--- config.mk ---
export PLATFORM = sky130hd
export DESIGN_NAME = msfw_front
export DESIGN_NICKNAME = d
export VERILOG_FILES = /design/src/rtl/core/msfw_pkg.sv /design/src/rtl/core/msfw_front.sv
export SDC_FILE = /design/constraint.sdc
export NUM_CORES = 1
export LEC_CHECK = 0
export BUFFER_PORTS_ARGS = -buffer_cell sky130_fd_sc_hd__buf_4
export CORE_UTILIZATION = 49
export DETAILED_ROUTE_END_ITERATION = 7
export HOLD_SLACK_MARGIN = 0.03
export PLACE_DENSITY_LB_ADDON = 0.15
export SYNTH_ARGS = -nofsm -noshare
export SYNTH_HDL_FRONTEND = slang
export SYNTH_SLANG_ARGS = --single-unit
--- constraint.sdc ---
create_clock -name aclk -period 4.62 [get_ports aclk]
set_input_delay 0.462 -clock aclk [delete_from_list [all_inputs] [get_ports aclk]]
set_output_delay 0.462 -clock aclk [all_outputs]
set_load 0.01 [all_outputs]
--- src/rtl/core/msfw_pkg.sv ---
// ----------------------------------------------------------------------------
// msfw_pkg
// Shared constants, payload types and the request passed along the cell row
// of the maximum-sum fixed-window block.
// ----------------------------------------------------------------------------
package msfw_pkg;

    localparam int MAX_WINDOW  = 1024;
    localparam int MAX_ITEMS   = 65536;
    localparam int NUM_CELLS   = 4;
    localparam int BANK_DEPTH  = MAX_WINDOW / NUM_CELLS;

    localparam int SLOT_W      = $clog2(MAX_WINDOW);
    localparam int BANK_W      = $clog2(NUM_CELLS);
    localparam int OFF_W       = $clog2(BANK_DEPTH);
    localparam int CNT_W       = $clog2(MAX_ITEMS + 2);

    localparam int VAL_W       = 32;
    localparam int K_W         = 11;
    localparam int SUM_W       = 43;
    localparam int MAXSUM_W    = 42;
    localparam int IDX_W       = 16;
    localparam int STATUS_W    = 2;

    localparam int APB_DATA_W  = 32;
    localparam int APB_ADDR_W  = 3;

    // register map (word index taken from paddr[2])
    localparam logic REG_WINDOW_LEN = 1'b0;
    localparam logic [K_W-1:0] WINDOW_LEN_RST = K_W'(1);

    // status codes
    localparam logic [STATUS_W-1:0] STATUS_OK         = 2'd0;
    localparam logic [STATUS_W-1:0] STATUS_IMPOSSIBLE = 2'd1;
    localparam logic [STATUS_W-1:0] STATUS_TOO_LONG   = 2'd2;

    typedef struct packed {
        logic signed [VAL_W-1:0] value;
        logic                    last;
    } in_item_t;

    typedef struct packed {
        logic signed [MAXSUM_W-1:0] max_sum;
        logic [IDX_W-1:0]           left_index;
        logic [IDX_W-1:0]           right_index;
        logic [STATUS_W-1:0]        status;
    } out_item_t;

    // one item on its way down the cell row
    typedef struct packed {
        logic                    valid;
        logic                    wr_en;
        logic                    rd_en;
        logic [SLOT_W-1:0]       wr_slot;
        logic [SLOT_W-1:0]       rd_slot;
        logic [VAL_W-1:0]        value;
        logic [VAL_W-1:0]        old_value;
        logic                    last;
        logic                    use_sum;
        logic                    first_win;
        logic                    later_win;
        logic [IDX_W-1:0]        start;
        logic [K_W-1:0]          k;
        logic [STATUS_W-1:0]     status;
    } cell_req_t;

endpackage

--- src/rtl/core/msfw_front.sv ---
// ----------------------------------------------------------------------------
// msfw_front
// Item counter and per-item decode: works out ring slots, window flags and
// the final status, and launches the item into the cell row.
// ----------------------------------------------------------------------------
module msfw_front (
    input  logic                        aclk,
    input  logic                        aresetn,
    input  logic                        accept,
    input  msfw_pkg::in_item_t          item_i,
    input  logic [msfw_pkg::K_W-1:0]    window_len,
    output msfw_pkg::cell_req_t         req_o
);

    logic [msfw_pkg::CNT_W-1:0] count_reg;
    logic [msfw_pkg::CNT_W-1:0] count_next;
    logic [msfw_pkg::CNT_W-1:0] count_after;
    logic [msfw_pkg::CNT_W-1:0] k_ext;
    logic [msfw_pkg::CNT_W-1:0] start_full;
    logic                       k_ok;
    logic                       in_range;
    logic                       use_sum;

    always_comb begin
        k_ext    = msfw_pkg::CNT_W'(window_len);
        k_ok     = (window_len != '0) &&
                   (window_len <= msfw_pkg::K_W'(msfw_pkg::MAX_WINDOW));
        in_range = count_reg < msfw_pkg::CNT_W'(msfw_pkg::MAX_ITEMS);
        use_sum  = in_range && k_ok;

        // count saturates one past the limit
        if (count_reg <= msfw_pkg::CNT_W'(msfw_pkg::MAX_ITEMS)) begin
            count_after = count_reg + msfw_pkg::CNT_W'(1);
        end else begin
            count_after = count_reg;
        end

        start_full = count_reg - k_ext + msfw_pkg::CNT_W'(1);

        req_o.valid     = accept;
        req_o.wr_en     = in_range;
        req_o.rd_en     = use_sum && (count_reg >= k_ext);
        req_o.wr_slot   = count_reg[msfw_pkg::SLOT_W-1:0];
        req_o.rd_slot   = count_reg[msfw_pkg::SLOT_W-1:0] -
                          window_len[msfw_pkg::SLOT_W-1:0];
        req_o.value     = item_i.value;
        req_o.old_value = '0;
        req_o.last      = item_i.last;
        req_o.use_sum   = use_sum;
        req_o.first_win = use_sum && (count_after == k_ext);
        req_o.later_win = use_sum && (count_reg >= k_ext);
        req_o.start     = start_full[msfw_pkg::IDX_W-1:0];
        req_o.k         = window_len;

        if (count_after > msfw_pkg::CNT_W'(msfw_pkg::MAX_ITEMS)) begin
            req_o.status = msfw_pkg::STATUS_TOO_LONG;
        end else if (!k_ok || (k_ext > count_after)) begin
            req_o.status = msfw_pkg::STATUS_IMPOSSIBLE;
        end else begin
            req_o.status = msfw_pkg::STATUS_OK;
        end

        count_next = count_reg;
        if (accept) begin
            count_next = item_i.last ? '0 : count_after;
        end
    end

    always_ff @(posedge aclk) begin
        if (!aresetn) begin
            count_reg <= '0;
        end else begin
            count_reg <= count_next;
        end
    end

endmodule

==> results.ini <==
[clocking]
cts_resized=0
cts.path.max_buffers=2
htree_levels=1
clkSinkCount=17
cts_tree=built
clk_pin_slew_ns=0.07
cts_buffers=3
post-cts-setup-buffers=0
clockRootBuffer=clkbuf_8
clk-insertion-delay-late_ns=0.26
holdBufCountCts=0

[timing]
setup_tns_ns=0
slew_headroom=0.5182
final_hold_viol_count=0
fmax_mhz=233.1
finalMaxSlewViolations=0
fin_crit_ns=4.289
setup_viol=0
min_period_over_period=0.9284
fin_skew_ns=0.006802
rsz0062_at_grt=false
worst-slew-pin-transition_ns=0.7127

[routing]
wl_per_cell_um=14.25
highest_layer=met4
wl_met3_um=321
wirelength_mm=8.210
met2WireLength_mm=3.774
num_vias=2937
wl_met1_mm=4.047
firstDrtPassIters=4
ant_nets=0
drc_errors=0
drt-initial-drc-count=120
via_per_inst=5.099

[final_layout]
nFillCells=697
n_antenna_cell=0
largest_reg_flops=17
drive_above_1_share=0.1813
stdcell_area_um2=3687
nNetsFinal=584
area_delta_synth_final_pct=2.647
multi_input_area_um2=2442
regArea_um2=340.3

[place]
hpwl_mm=6.937
io_buffers=70
gp_congestion=0.9707
placed_area_um2=3642

[synthesis]
ys_ff_latch=17
synth-seq-area-share=0.09474
synth_cells=474
synth-main-ff-cell=dfxtp_1
synth_area_leaders=buf_4 19%, ha_1 16%, dfxtp_1 9.5%, xnor2_1 6.6%, inv_1 5.5%
yosysWarnings=0
synth_common_cells=90 x buf_4, 53 x inv_1, 47 x ha_1
yosysTopAreaCell=buf_4
ys_types=60
yosysMostFrequentCell=buf_4
yosys.area.top_type_share=0.1881
avgSynthCellArea_um2=7.578
synth-edff-count=0
synth.cell_area_um2=3592
synth_async_sr_flop_share=0

[power]
power_density_nw_per_um2=116.8
leakagePower_nw=1.691
peakVddDrop_v=0.0001389
power.total_uw=430.7

[floorplan]
initial_core_util=0.5173
die_h_um=87.62
fp-row-count=30
die-area_um2=7677
die_w_um=87.62
core_area_um2=6944
pin_count=167

[min_path]
holdCritPathClass=input port to flop

[global_routing]
overflow=0
grt_pass1_vias=2559
grt_util_all_layers=0.2075
antenna_found_initial=0
grt_pass1_wl_mm=12.61
grt_max_degree=18

[setup_path]
worstPathMaxFanout=7
cp_data_arrival_time_ns=3.83
worst_ep_required_time_ns=4.16
endpoint_kind=primary output
crit_type=flop to primary output
worstSetupStartpointType=flop

[flow_run]
max_cap_violations=0

[run_status]
status=finished clean

[final timing paths]
path                              startpoint                    endpoint  slack [ns]  cells after the start
setup / recovery   count_reg[1]$_SDFFE_PN0P_                    req_o[0]        0.33                     13
hold / removal                       aresetn   count_reg[7]$_SDFFE_PN0P_        0.54                      2
setup reg to reg   count_reg[1]$_SDFFE_PN0P_   count_reg[1]$_SDFFE_PN0P_        2.16                      8
hold reg to reg   count_reg[15]$_SDFFE_PN0P_  count_reg[15]$_SDFFE_PN0P_        0.60                      2
[where the power goes]
part | internal (mW) | total (mW) | switching, mW | leakage, nW
sequential | 0.147 | 0.149 | 0.00162 | 0.137
clock | 0.0614 | 0.116 | 0.0542 | 0.0228
combinational | 0.0726 | 0.166 | 0.0937 | 1.53
[area by class of cell]
type | instances | area share
sequential | 17 | 0.09230
tap | 96 | 0.03258
timing repair buffer | 72 | 0.1466
multi-input combinational | 334 | 0.6624
inverter | 53 | 0.05395
clock buffer | 4 | 0.01222
[placed cells by master (no fill, tap or decap), types with 9 or more instances in the layout]
cell type  instances
a21oi_1           11
nor2_1            38
nor3_1            11
buf_4             72
xnor2_1           27
nand2_1           24
fa_1               9
a31oi_1            9
ha_1              47
o21ai_0           18
dfxtp_1           17
inv_1             53
nor2b_1           10
conb_1            32
[metal layers]
layer,vias to the layer above,GRT usage
met3,12,0.01602
li1,1485,-
met4,0,0.04471
met1,1349,0.2927
met5,-,0
met2,91,0.3459
[cells by family (layout without fill, tap and decap cells)]
kind of cell | count (synthesis) | count (layout) | share of synthesized area
fa+ha+maj | 57 | 57 | 0.2170
buf+inv | 154 | 129 | 0.2578
compound gates | 76 | 76 | 0.1498
other cells | 1 | 32 | 0.001044
xor+xnor | 34 | 34 | 0.08290
simple gates | 135 | 135 | 0.1968
flops | 17 | 17 | 0.09474
[worst max-delay path: stages, from the launching register on]
cell and delay, ns:
dfxtp_1 0.37, inv_1 0.18, ha_1 0.18, or4b_4 0.49, o41ai_4 0.53, nor2_1 0.08
a21oi_1 0.20, ha_1 0.29, a41o_1 0.20, maj3_2 0.30, a221o_1 0.35, a41oi_2 0.19
nor2_1 0.06, buf_4 0.14
[metrics by stage]
stage          setup WS, ns  hold slack (ns)    util  cells
5_1_grt              0.1119           0.5553  0.5310    576
3_3_place_gp         0.6985           0.5757  0.5245    572
2_1_floorplan         1.037           0.5333       -    505
4_1_cts              0.3070           0.5491  0.5310    576
3_5_place_dp         0.5922           0.5886  0.5245    572
6_report             0.3307           0.5434  0.5310    576
Note: power is estimated with default switching activity, not from simulation.
