File: src/rtl/core/msfw_pkg.sv
// ----------------------------------------------------------------------------
// msfw_pkg
// Shared constants, payload types and the request passed along the cell row
// of the maximum-sum fixed-window block.
// ----------------------------------------------------------------------------
package msfw_pkg;

    localparam int MAX_WINDOW  = 1024;
    localparam int MAX_ITEMS   = 65536;
    localparam int NUM_CELLS   = 4;
    localparam int BANK_DEPTH  = MAX_WINDOW / NUM_CELLS;

    localparam int SLOT_W      = $clog2(MAX_WINDOW);
    localparam int BANK_W      = $clog2(NUM_CELLS);
    localparam int OFF_W       = $clog2(BANK_DEPTH);
    localparam int CNT_W       = $clog2(MAX_ITEMS + 2);

    localparam int VAL_W       = 32;
    localparam int K_W         = 11;
    localparam int SUM_W       = 43;
    localparam int MAXSUM_W    = 42;
    localparam int IDX_W       = 16;
    localparam int STATUS_W    = 2;

    localparam int APB_DATA_W  = 32;
    localparam int APB_ADDR_W  = 3;

    // register map (word index taken from paddr[2])
    localparam logic REG_WINDOW_LEN = 1'b0;
    localparam logic [K_W-1:0] WINDOW_LEN_RST = K_W'(1);

    // status codes
    localparam logic [STATUS_W-1:0] STATUS_OK         = 2'd0;
    localparam logic [STATUS_W-1:0] STATUS_IMPOSSIBLE = 2'd1;
    localparam logic [STATUS_W-1:0] STATUS_TOO_LONG   = 2'd2;

    typedef struct packed {
        logic signed [VAL_W-1:0] value;
        logic                    last;
    } in_item_t;

    typedef struct packed {
        logic signed [MAXSUM_W-1:0] max_sum;
        logic [IDX_W-1:0]           left_index;
        logic [IDX_W-1:0]           right_index;
        logic [STATUS_W-1:0]        status;
    } out_item_t;

    // one item on its way down the cell row
    typedef struct packed {
        logic                    valid;
        logic                    wr_en;
        logic                    rd_en;
        logic [SLOT_W-1:0]       wr_slot;
        logic [SLOT_W-1:0]       rd_slot;
        logic [VAL_W-1:0]        value;
        logic [VAL_W-1:0]        old_value;
        logic                    last;
        logic                    use_sum;
        logic                    first_win;
        logic                    later_win;
        logic [IDX_W-1:0]        start;
        logic [K_W-1:0]          k;
        logic [STATUS_W-1:0]     status;
    } cell_req_t;

endpackage

File: src/rtl/core/msfw_acc.sv
// ----------------------------------------------------------------------------
// msfw_acc
// Running window sum, best-window tracking and the result register.
// ----------------------------------------------------------------------------
module msfw_acc (
    input  logic                  aclk,
    input  logic                  aresetn,
    input  msfw_pkg::cell_req_t   req_i,
    input  logic                  m_ready,
    output logic                  adv,
    output logic                  m_valid,
    output msfw_pkg::out_item_t   m_data
);

    localparam int EXT_W = msfw_pkg::SUM_W - msfw_pkg::VAL_W;

    logic signed [msfw_pkg::SUM_W-1:0] run_sum_reg;
    logic signed [msfw_pkg::SUM_W-1:0] best_sum_reg;
    logic [msfw_pkg::IDX_W-1:0]        best_start_reg;
    logic signed [msfw_pkg::SUM_W-1:0] run_sum_next;
    logic signed [msfw_pkg::SUM_W-1:0] best_sum_next;
    logic [msfw_pkg::IDX_W-1:0]        best_start_next;
    logic signed [msfw_pkg::SUM_W-1:0] new_ext;
    logic signed [msfw_pkg::SUM_W-1:0] old_ext;
    logic signed [msfw_pkg::SUM_W-1:0] sum_new;
    logic                              m_valid_reg;
    logic                              m_valid_next;
    msfw_pkg::out_item_t               m_data_reg;
    msfw_pkg::out_item_t               result;
    logic                              step;

    assign adv  = !m_valid_reg || m_ready;
    assign step = adv && req_i.valid;

    always_comb begin
        new_ext = {{EXT_W{req_i.value[msfw_pkg::VAL_W-1]}}, req_i.value};
        if (req_i.rd_en) begin
            old_ext = {{EXT_W{req_i.old_value[msfw_pkg::VAL_W-1]}}, req_i.old_value};
        end else begin
            old_ext = '0;
        end
        sum_new = run_sum_reg + new_ext - old_ext;

        run_sum_next    = run_sum_reg;
        best_sum_next   = best_sum_reg;
        best_start_next = best_start_reg;
        if (req_i.use_sum) begin
            run_sum_next = sum_new;
            // strict compare keeps the earliest window on ties
            if (req_i.first_win) begin
                best_sum_next   = sum_new;
                best_start_next = '0;
            end else if (req_i.later_win && (sum_new > best_sum_reg)) begin
                best_sum_next   = sum_new;
                best_start_next = req_i.start;
            end
        end

        result.status = req_i.status;
        if (req_i.status == msfw_pkg::STATUS_OK) begin
            result.max_sum     = best_sum_next[msfw_pkg::MAXSUM_W-1:0];
            result.left_index  = best_start_next;
            result.right_index = best_start_next + msfw_pkg::IDX_W'(req_i.k) -
                                 msfw_pkg::IDX_W'(1);
        end else begin
            result.max_sum     = '0;
            result.left_index  = '0;
            result.right_index = '0;
        end

        m_valid_next = m_valid_reg && !m_ready;
        if (step && req_i.last) begin
            m_valid_next = 1'b1;
        end
    end

    always_ff @(posedge aclk) begin
        if (!aresetn) begin
            run_sum_reg    <= '0;
            best_sum_reg   <= '0;
            best_start_reg <= '0;
            m_valid_reg    <= 1'b0;
        end else begin
            m_valid_reg <= m_valid_next;
            if (step) begin
                if (req_i.last) begin
                    run_sum_reg    <= '0;
                    best_sum_reg   <= '0;
                    best_start_reg <= '0;
                end else begin
                    run_sum_reg    <= run_sum_next;
                    best_sum_reg   <= best_sum_next;
                    best_start_reg <= best_start_next;
                end
            end
        end
    end

    always_ff @(posedge aclk) begin
        if (step && req_i.last) begin
            m_data_reg <= result;
        end
    end

    assign m_valid = m_valid_reg;
    assign m_data  = m_data_reg;

endmodule

File: config.mk
export PLATFORM = sky130hd
export DESIGN_NAME = msfw_acc
export DESIGN_NICKNAME = d
export VERILOG_FILES = /design/src/rtl/core/msfw_pkg.sv /design/src/rtl/core/msfw_acc.sv
export SDC_FILE = /design/constraint.sdc
export NUM_CORES = 1
export LEC_CHECK = 0
export ABC_AREA = 1
export BUFFER_PORTS_ARGS = -buffer_cell sky130_fd_sc_hd__buf_2
export CORE_MARGIN = 2
export CORE_UTILIZATION = 40
export CTS_CLUSTER_SIZE = 16
export DETAILED_ROUTE_END_ITERATION = 8
export GPL_ROUTABILITY_DRIVEN = 0
export MAX_ROUTING_LAYER = met4
export PLACE_DENSITY = 0.61
export SETUP_SLACK_MARGIN = 0.1
export SLEW_MARGIN = 40
export SYNTH_ARGS = -nofsm -noshare
export SYNTH_HDL_FRONTEND = slang
export SYNTH_SLANG_ARGS = --single-unit
File: constraint.sdc
create_clock -name aclk -period 9.63 [get_ports aclk]
set_clock_uncertainty 0.2 [all_clocks]
set_input_delay 0.963 -clock aclk [delete_from_list [all_inputs] [get_ports aclk]]
set_output_delay 0.963 -clock aclk [all_outputs]
set_load 0.1 [all_outputs]
==> results of run 1 <==
[logic make-up after synthesis]
logic type               count (synthesis)  share of synthesized area (%)
AND/OR/NAND/NOR                        674                           19.6
flip-flops                             179                           31.2
adder cells (fa/ha/maj)                155                           16.3
buffers and inverters                  507                           14.0
AO/OA/AOI/OAI                          399                           16.3
XOR/XNOR                                41                           2.58
[worst max-delay path: cells and delay by family]
kind,cells,cell delay (ns)
AO/OA/AOI/OAI,11,2.35
XOR/XNOR,1,0.26
adder cells (fa/ha/maj),6,2.15
buffers and inverters,6,0.77
AND/OR/NAND/NOR,20,2.09
[cell usage in the layout, fill, tap and decap left out, drive strengths merged, types with 2 or more instances in the layout]
cell type and count:
o21ai 123, nand3b 5, o211ai 48, o21a 12, a21oi 176, buf 197
edfxtp 76, nor3 13, nand3 32, dfxtp 103, nand4 12, nand2 417
xor2 35, a31oi 17, clkinv 5, nor4 4, or2 15, fa 43
a21o 8, o21bai 8, nor2 173, inv 456, and3 2, xnor2 6
ha 112, clkbuf 18, o22ai 2
[per-layer routing]
metal	GRT usage (%)	vias to the layer above
met3	2.69	50
met1	30.4	5852
met5	-	-
met4	6.41	0
li1	-	6480
met2	34.5	423
[power groups by stage]
stage          Sequential, mW  Clock, mW  Combinational, mW
3_3_place_gp            0.877          0               1.54
6_report                0.861      0.706               1.59
2_1_floorplan            1.01          0               1.02
3_5_place_dp            0.879          0               1.56
5_1_grt                 0.866      0.756               1.78
4_1_cts                 0.862      0.724               1.57
[how the worst max path moves through the flow]
stage | from | endpoint | slack, ns
after CTS | req_i[117] | m_data[15] | 1.13
after floorplan | req_i[117] | m_data[15] | 2.06
after global routing | req_i[117] | m_data[15] | 0.48
final | req_i[117] | m_data[15] | 1.04
after global placement | req_i[117] | m_data[15] | 0.75
after detailed placement | req_i[117] | m_data[15] | 0.68
[cell type report]
class,count,area [um^2],area share (%)
Multi-Input combinational cell,1269,7640,48.2
Sequential cell,179,4340,27.4
Inverter,449,1690,10.6
Timing Repair Buffer,197,1050,6.65
Tap cell,455,569,3.59
Clock buffer,18,429,2.70
Clock inverter,14,145,0.915
==> results.py, run 1 <==
metrics = {
    "power": {
        "pwr_density_cell_nw_per_um2": 199,
        "pwr-share-comb_pct": 50.3,
        "power.switching_mw": 1.45,
        "intPower_mw": 1.70,
        "irDropWorstVdd_mv": 0.142,
        "p_total_mw": 3.15,
        "netSwitchingFraction_pct": 46.1,
        "clkPwrFrac_pct": 22.4,
        "leakagePower_nw": 7.44,
        "pwr-share-seq_pct": 27.3,
    },
    "route": {
        "avgRoutedWirePerCell_um": 14.9,
        "ant_nets": 0,
        "drt-total-wl_mm": 38.5,
        "vias": 12800,
        "wl_met1_mm": 18.6,
        "viasPerCell": 4.96,
        "drc_errors": 0,
        "first_iter_violations": 918,
        "firstDrtPassIters": 6,
        "maxUsedRoutingLayer": "met4",
        "wl_met3_mm": 2.15,
        "route.met2.wl_mm": 16.9,
    },
    "critical_path": {
        "r2r_end": "m_data[15]",
        "required_ns": 9.64,
        "rr_worst_depth": 42,
        "rrSetupSlack_ns": 1.65,
        "worstSetupPathType": "in2reg",
        "start_kind": "input port",
        "cp_common_cell": "nand2_1",
        "cp-end-kind": "register",
        "cp.arrival_ns": 8.60,
        "crit_path_max_incr_delay_ns": 0.48,
        "r2r_start": "run_sum_reg[1]",
        "crit_path_top_delay_cell": "fa_1",
        "cp_max_fo": 23,
    },
    "yosys": {
        "seq_area_frac_synth_pct": 31.2,
        "ys_top_cells_by_area": "edfxtp_1 (16%), dfxtp_1 (15%), inv_1 (12%), nand2_1 (11%), ha_1 (10%)",
        "synth_fp_nets": 2233,
        "synth_seq_cells": 179,
        "async_flop_share_pct": 0,
        "ys.flop_type": "dfxtp_1",
        "netlist_area_um2": 13900,
        "synth_top_cell_by_area": "edfxtp_1",
        "ys_types": 45,
        "synth_commonest_cells": "inv_1 (446), nand2_1 (414), a21oi_1 (176)",
        "yosysWarningCount": 0,
        "synth_edf_count": 76,
        "netlist_instances": 1955,
        "yosysMostFrequentCell": "inv_1",
        "synth_top_area_share_pct": 16.4,
        "avgSynthCellArea_um2": 7.12,
    },
    "cts": {
        "post_cts_buffers": 0,
        "cts_buffers": 17,
        "cts_root_buf": "clkbuf_16",
        "cts_sinks": 179,
        "htreeDepth": 4,
        "ctsResizeCount": 0,
        "clock_path_buffers": 2,
        "hold_buffers": 0,
        "path_clk_slew_ns": 0.07,
        "cts_tree": "built",
        "clk-insertion-delay-late_ns": 0.46,
    },
    "floorplanning": {
        "initial_core_util_pct": 40.5,
        "core_um2": 34400,
        "die_area_um2": 36300,
        "fp.dieW_um": 190,
        "num_rows": 68,
        "die_height_um": 190,
        "io-pin-count": 201,
    },
    "sta": {
        "hold_violations": 0,
        "rsz0062_at_grt": "false",
        "post-route-period-util_pct": 89.2,
        "max_freq_ghz": 0.116,
        "whs_ns": 0.266,
        "setup_violations": 0,
        "fin_setup_tns_ns": 0,
        "slew_viol_final": 0,
        "relSlewSlack_pct": 43.0,
        "finalWorstSetupSlack_ns": 1.04,
        "tightestPinTransition_ns": 0.851,
        "fin_crit_ns": 8.59,
    },
    "cells_and_area": {
        "finalNonFillerCells": 2581,
        "syn_to_final_growth_pct": 14.1,
        "final_core_util_pct": 46.2,
        "largest_reg_flops": 76,
        "final_cell_area_um2": 15900,
        "num_antenna_cells": 0,
        "drive_gt1_share_pct": 12.3,
        "fin_nets": 2391,
        "fillers": 3616,
    },
    "worst_hold_path": {
        "hold_depth": 2,
        "hold_path.startpoint": "best_start_reg[6]",
        "hold_end": "best_start_reg[6]",
        "hold_class": "reg2reg",
    },
    "run": {
        "cap_violations": 0,
    },
    "place": {
        "placed_cells": 2548,
        "io_buffers": 179,
        "hpwl_mm": 30.3,
        "post_dp_cell_area_um2": 15300,
        "dpl_worst_slack_ns": 0.682,
    },
    "global_routing": {
        "grt_max_degree": 100,
        "grt_usage_pct": 22.2,
        "grt.overflow.total": 0,
        "antenna_found_initial": 0,
        "grt_first_pass_wirelength_mm": 62.0,
        "grt_pass1_vias": 12200,
    },
    "run_status": {
        "status": "finished clean",
    },
}
No activity file was read; power rests on OpenSTA's default activity.
==> inputs of run 2 (changes only) <==
Settings changed: PLACE_DENSITY 0.61 to 0.71.
==> results.py, run 2 (synthesis gave the netlist of run 1 again) <==
metrics = {
    "run_status": {
        "status": "finished clean",
    },
    "route": {
        "drt-total-wl_mm": 38.2,
        "ant_nets": 0,
        "avgRoutedWirePerCell_um": 14.8,
        "drc_errors": 0,
        "vias": 13000,
        "viasPerCell": 5.03,
        "first_iter_violations": 1281,
        "firstDrtPassIters": 6,
    },
    "cts": {
        "hold_buffers": 0,
        "cts_sinks": 179,
        "post_cts_buffers": 0,
        "htreeDepth": 4,
        "clock_path_buffers": 2,
        "cts_tree": "built",
        "path_clk_slew_ns": 0.08,
        "cts_buffers": 17,
        "cts_root_buf": "clkbuf_16",
        "ctsResizeCount": 0,
        "clk-insertion-delay-late_ns": 0.45,
    },
    "global_routing": {
        "grt_usage_pct": 22.0,
        "antenna_found_initial": 0,
        "grt_first_pass_wirelength_mm": 62.1,
        "grt.overflow.total": 0,
        "grt_pass1_vias": 12300,
        "grt_max_degree": 90,
    },
    "floorplanning": {
        "io-pin-count": 201,
        "fp.dieW_um": 190,
        "initial_core_util_pct": 40.5,
        "num_rows": 68,
        "die_area_um2": 36300,
        "die_height_um": 190,
        "core_um2": 34400,
    },
    "place": {
        "io_buffers": 179,
        "hpwl_mm": 29.4,
    },
    "sta": {
        "max_freq_ghz": 0.113,
        "fin_setup_tns_ns": 0,
        "tightestPinTransition_ns": 0.761,
        "rsz0062_at_grt": "false",
        "setup_violations": 0,
        "relSlewSlack_pct": 49.3,
        "post-route-period-util_pct": 92.1,
        "slew_viol_final": 0,
        "hold_violations": 0,
        "fin_crit_ns": 8.87,
    },
    "critical_path": {
        "crit_path_max_incr_delay_ns": 0.49,
        "required_ns": 9.64,
        "worstSetupPathType": "in2reg",
        "cp_max_fo": 32,
        "start_kind": "input port",
        "cp_common_cell": "nand2_1",
        "cp-end-kind": "register",
        "path_buf_inv": 6,
        "crit_path_top_delay_cell": "buf_2",
        "cp_num_cells": 44,
        "cp_top_family": "compound AO/OA/AOI/OAI gates",
        "cp.arrival_ns": 8.88,
        "rr_worst_depth": 42,
    },
    "power": {
        "leakagePower_nw": 7.41,
        "irDropWorstVdd_mv": 0.139,
        "p_total_mw": 3.17,
        "pwr_density_cell_nw_per_um2": 200,
    },
    "cells_and_area": {
        "fin_nets": 2386,
        "final_cell_mix": "inv_1 (446), nand2_1 (413), buf_2 (179)",
        "drive_gt1_share_pct": 12.2,
        "syn_to_final_growth_pct": 13.9,
        "layout_commonest_cell": "inv_1",
        "largest_reg_flops": 76,
    },
    "worst_hold_path": {
        "hold_class": "reg2reg",
        "hold_depth": 2,
    },
    "run": {
        "cap_violations": 0,
    },
}
run 2: final cells by class:
cell class / instances / area (um^2)
Multi-Input combinational cell: 1269 / 7640
Tap cell: 455 / 569
Clock inverter: 14 / 160
Clock buffer: 18 / 439
Antenna cell: 1 / 2.50
Fill cell: 3500 / 18500
Timing Repair Buffer: 192 / 1000
Sequential cell: 179 / 4340
Inverter: 449 / 1690
run 2: final timing paths:
path,start,slack [ns],endpoint
setup / recovery,req_i[117],0.76,m_data[15]
setup reg to reg,run_sum_reg[1],1.53,m_data[15]
hold / removal,run_sum_reg[13],0.27,run_sum_reg[13]
hold reg to reg,run_sum_reg[13],0.27,run_sum_reg[13]
run 2: worst reg2reg max path: cells and delay by family, from the launching register on:
kind | cells | cell delay [ns]
compound gates | 11 | 2.31
fa+ha+maj | 6 | 2.20
simple gates | 19 | 2.18
buf+inv | 5 | 0.38
flops | 1 | 0.34
xor+xnor | 1 | 0.25
run 2: power by group:
group | switching, mW | total, mW | internal, mW | leakage, nW
clock | 0.354 | 0.730 | 0.376 | 0.284
combinational | 1.10 | 1.58 | 0.487 | 5.57
sequential | 0.0213 | 0.862 | 0.841 | 1.55
run 2: metal layers:
metal,vias to the layer above,track usage [%],share of wire (%)
li1,6478,-,-
met1,5930,30.2,46
met2,501,34.1,44
met3,66,3.31,8.1
met4,0,5.37,2.0
met5,-,-,0
run 2: per-stage QoR:
step | hold slack (ns) | cell area, um^2 | util (%) | setup WS (ns) | instances
detailed placement | 0.257 | 15200 | 44.4 | 0.447 | 2544
finish | 0.267 | 15800 | 46.1 | 0.760 | 2577
CTS | 0.268 | 15800 | 46.1 | 0.888 | 2576
global route | 0.286 | 15800 | 46.1 | 0.110 | 2576
global placement | 0.252 | 15200 | 44.3 | 0.584 | 2544
floorplan | 0.245 | 13900 | - | 2.06 | 1955
==> inputs of run 3 (changes only) <==
Settings changed: CORE_UTILIZATION 40 to 59, PLACE_DENSITY 0.71 to 0.94.
==> results.py, run 3 (synthesis gave the netlist of run 1 again) <==
metrics = {
    "run_status": {
        "status": "finished clean",
    },
    "cells_and_area": {
        "layout_commonest_cell": "inv_1",
        "fillers": 1806,
        "multi_input_area_um2": 7640,
        "final_core_util_pct": 67.0,
        "num_antenna_cells": 0,
        "final_cell_mix": "inv_1 (446), nand2_1 (413), buf_2 (179)",
        "regArea_um2": 4340,
        "largest_reg_flops": 76,
        "final_cell_area_um2": 15600,
        "fin_nets": 2383,
        "drive_gt1_share_pct": 12.0,
        "syn_to_final_growth_pct": 12.4,
    },
    "worst_hold_path": {
        "hold_class": "reg2reg",
    },
    "floorplanning": {
        "core_um2": 23300,
        "die_height_um": 158,
        "die_area_um2": 24800,
        "io-pin-count": 201,
        "num_rows": 56,
        "fp.dieW_um": 158,
        "initial_core_util_pct": 59.6,
    },
    "sta": {
        "fin_setup_tns_ns": 0,
        "post-route-period-util_pct": 92.7,
        "whs_ns": 0.268,
        "setup_violations": 0,
        "tightestPinTransition_ns": 0.780,
        "max_freq_ghz": 0.112,
        "rsz0062_at_grt": "false",
        "hold_violations": 0,
        "slew_viol_final": 0,
        "relSlewSlack_pct": 48.0,
        "fin_crit_ns": 8.92,
    },
    "cts": {
        "clk-insertion-delay-late_ns": 0.44,
        "htreeDepth": 4,
        "cts_tree": "built",
        "path_clk_slew_ns": 0.07,
        "post_cts_buffers": 0,
        "clock_path_buffers": 2,
        "cts_buffers": 17,
        "ctsResizeCount": 0,
        "cts_root_buf": "clkbuf_16",
        "cts_sinks": 179,
        "hold_buffers": 0,
    },
    "route": {
        "drt-total-wl_mm": 37.8,
        "ant_nets": 0,
        "drc_errors": 0,
        "firstDrtPassIters": 9,
        "avgRoutedWirePerCell_um": 15.5,
        "viasPerCell": 5.67,
        "first_iter_violations": 1681,
        "vias": 13800,
    },
    "power": {
        "leakagePower_nw": 7.39,
        "irDropWorstVdd_mv": 0.113,
        "p_total_mw": 3.16,
        "pwr_density_cell_nw_per_um2": 202,
    },
    "critical_path": {
        "cp_common_cell": "nand2_1",
        "crit_path_top_delay_cell": "fa_1",
        "rrSetupSlack_ns": 1.40,
        "worstSetupPathType": "in2reg",
        "required_ns": 9.63,
        "start_kind": "input port",
        "crit_path_max_incr_delay_ns": 0.52,
        "cp_max_fo": 32,
        "cp-end-kind": "register",
        "cp.arrival_ns": 8.92,
    },
    "global_routing": {
        "antenna_found_initial": 0,
        "grt_first_pass_wirelength_mm": 60.3,
        "grt_pass1_vias": 13200,
        "grt_usage_pct": 31.2,
        "grt.overflow.total": 0,
        "grt_max_degree": 80,
    },
    "place": {
        "post_dp_cell_area_um2": 15100,
        "io_buffers": 179,
        "hpwl_mm": 28.4,
    },
    "run": {
        "cap_violations": 0,
    },
}
==> run 3: changes by cell type in the layout (fill, tap and decap cells not counted), sizes merged <==
cell	before	now
buf	192	189
clkinv	4	6
bufinv	1	0
clkbuf	18	17
clkinvlp	3	2
diode	1	0
inv	455	456
==> run 3: worst max-delay path, delay by kind of cell <==
family	cells	cell delay [ns]
AND/OR/NAND/NOR	16	1.98
AO/OA/AOI/OAI	13	2.39
buffers and inverters	6	1.24
XOR/XNOR	1	0.31
adder cells (fa/ha/maj)	6	2.03
==> run 3: power breakdown <==
part	internal (mW)	switching (mW)
registers	0.841	0.0218
clock network	0.344	0.344
logic	0.490	1.12
==> run 3: path summary, 6_finish.rpt <==
kind | start | end | cells after the start
setup / recovery | req_i[117] | m_data[15] | 42
hold / removal | best_start_reg[3] | best_start_reg[3] | 2
setup reg to reg | run_sum_reg[1] | m_data[15] | 42
hold reg to reg | best_start_reg[3] | best_start_reg[3] | 2
==> run 3: area by class of cell <==
| type | count | share of cell area [%] |
|---|---|---|
| Tap cell | 319 | 2.55 |
| Clock inverter | 15 | 0.913 |
| Sequential cell | 179 | 27.8 |
| Clock buffer | 17 | 2.72 |
| Inverter | 449 | 10.8 |
| Multi-Input combinational cell | 1269 | 48.9 |
| Timing Repair Buffer | 189 | 6.32 |
==> run 3: stage by stage <==
stage	std cells	worst slack, ns
after detailed placement	2405	0.471
final	2437	0.705
after CTS	2437	0.913
after global placement	2405	0.683
after global routing	2437	0.142
after floorplan	1955	2.06
==> run 3: layer usage <==
metal / GRT usage, % / routed length, um / up-vias
li1: - / - / 6466
met1: 37.6 / 14800 / 6299
met2: 51.5 / 17400 / 884
met3: 4.79 / 3960 / 173
met4: 14.6 / 1660 / 0
met5: - / 0 / -
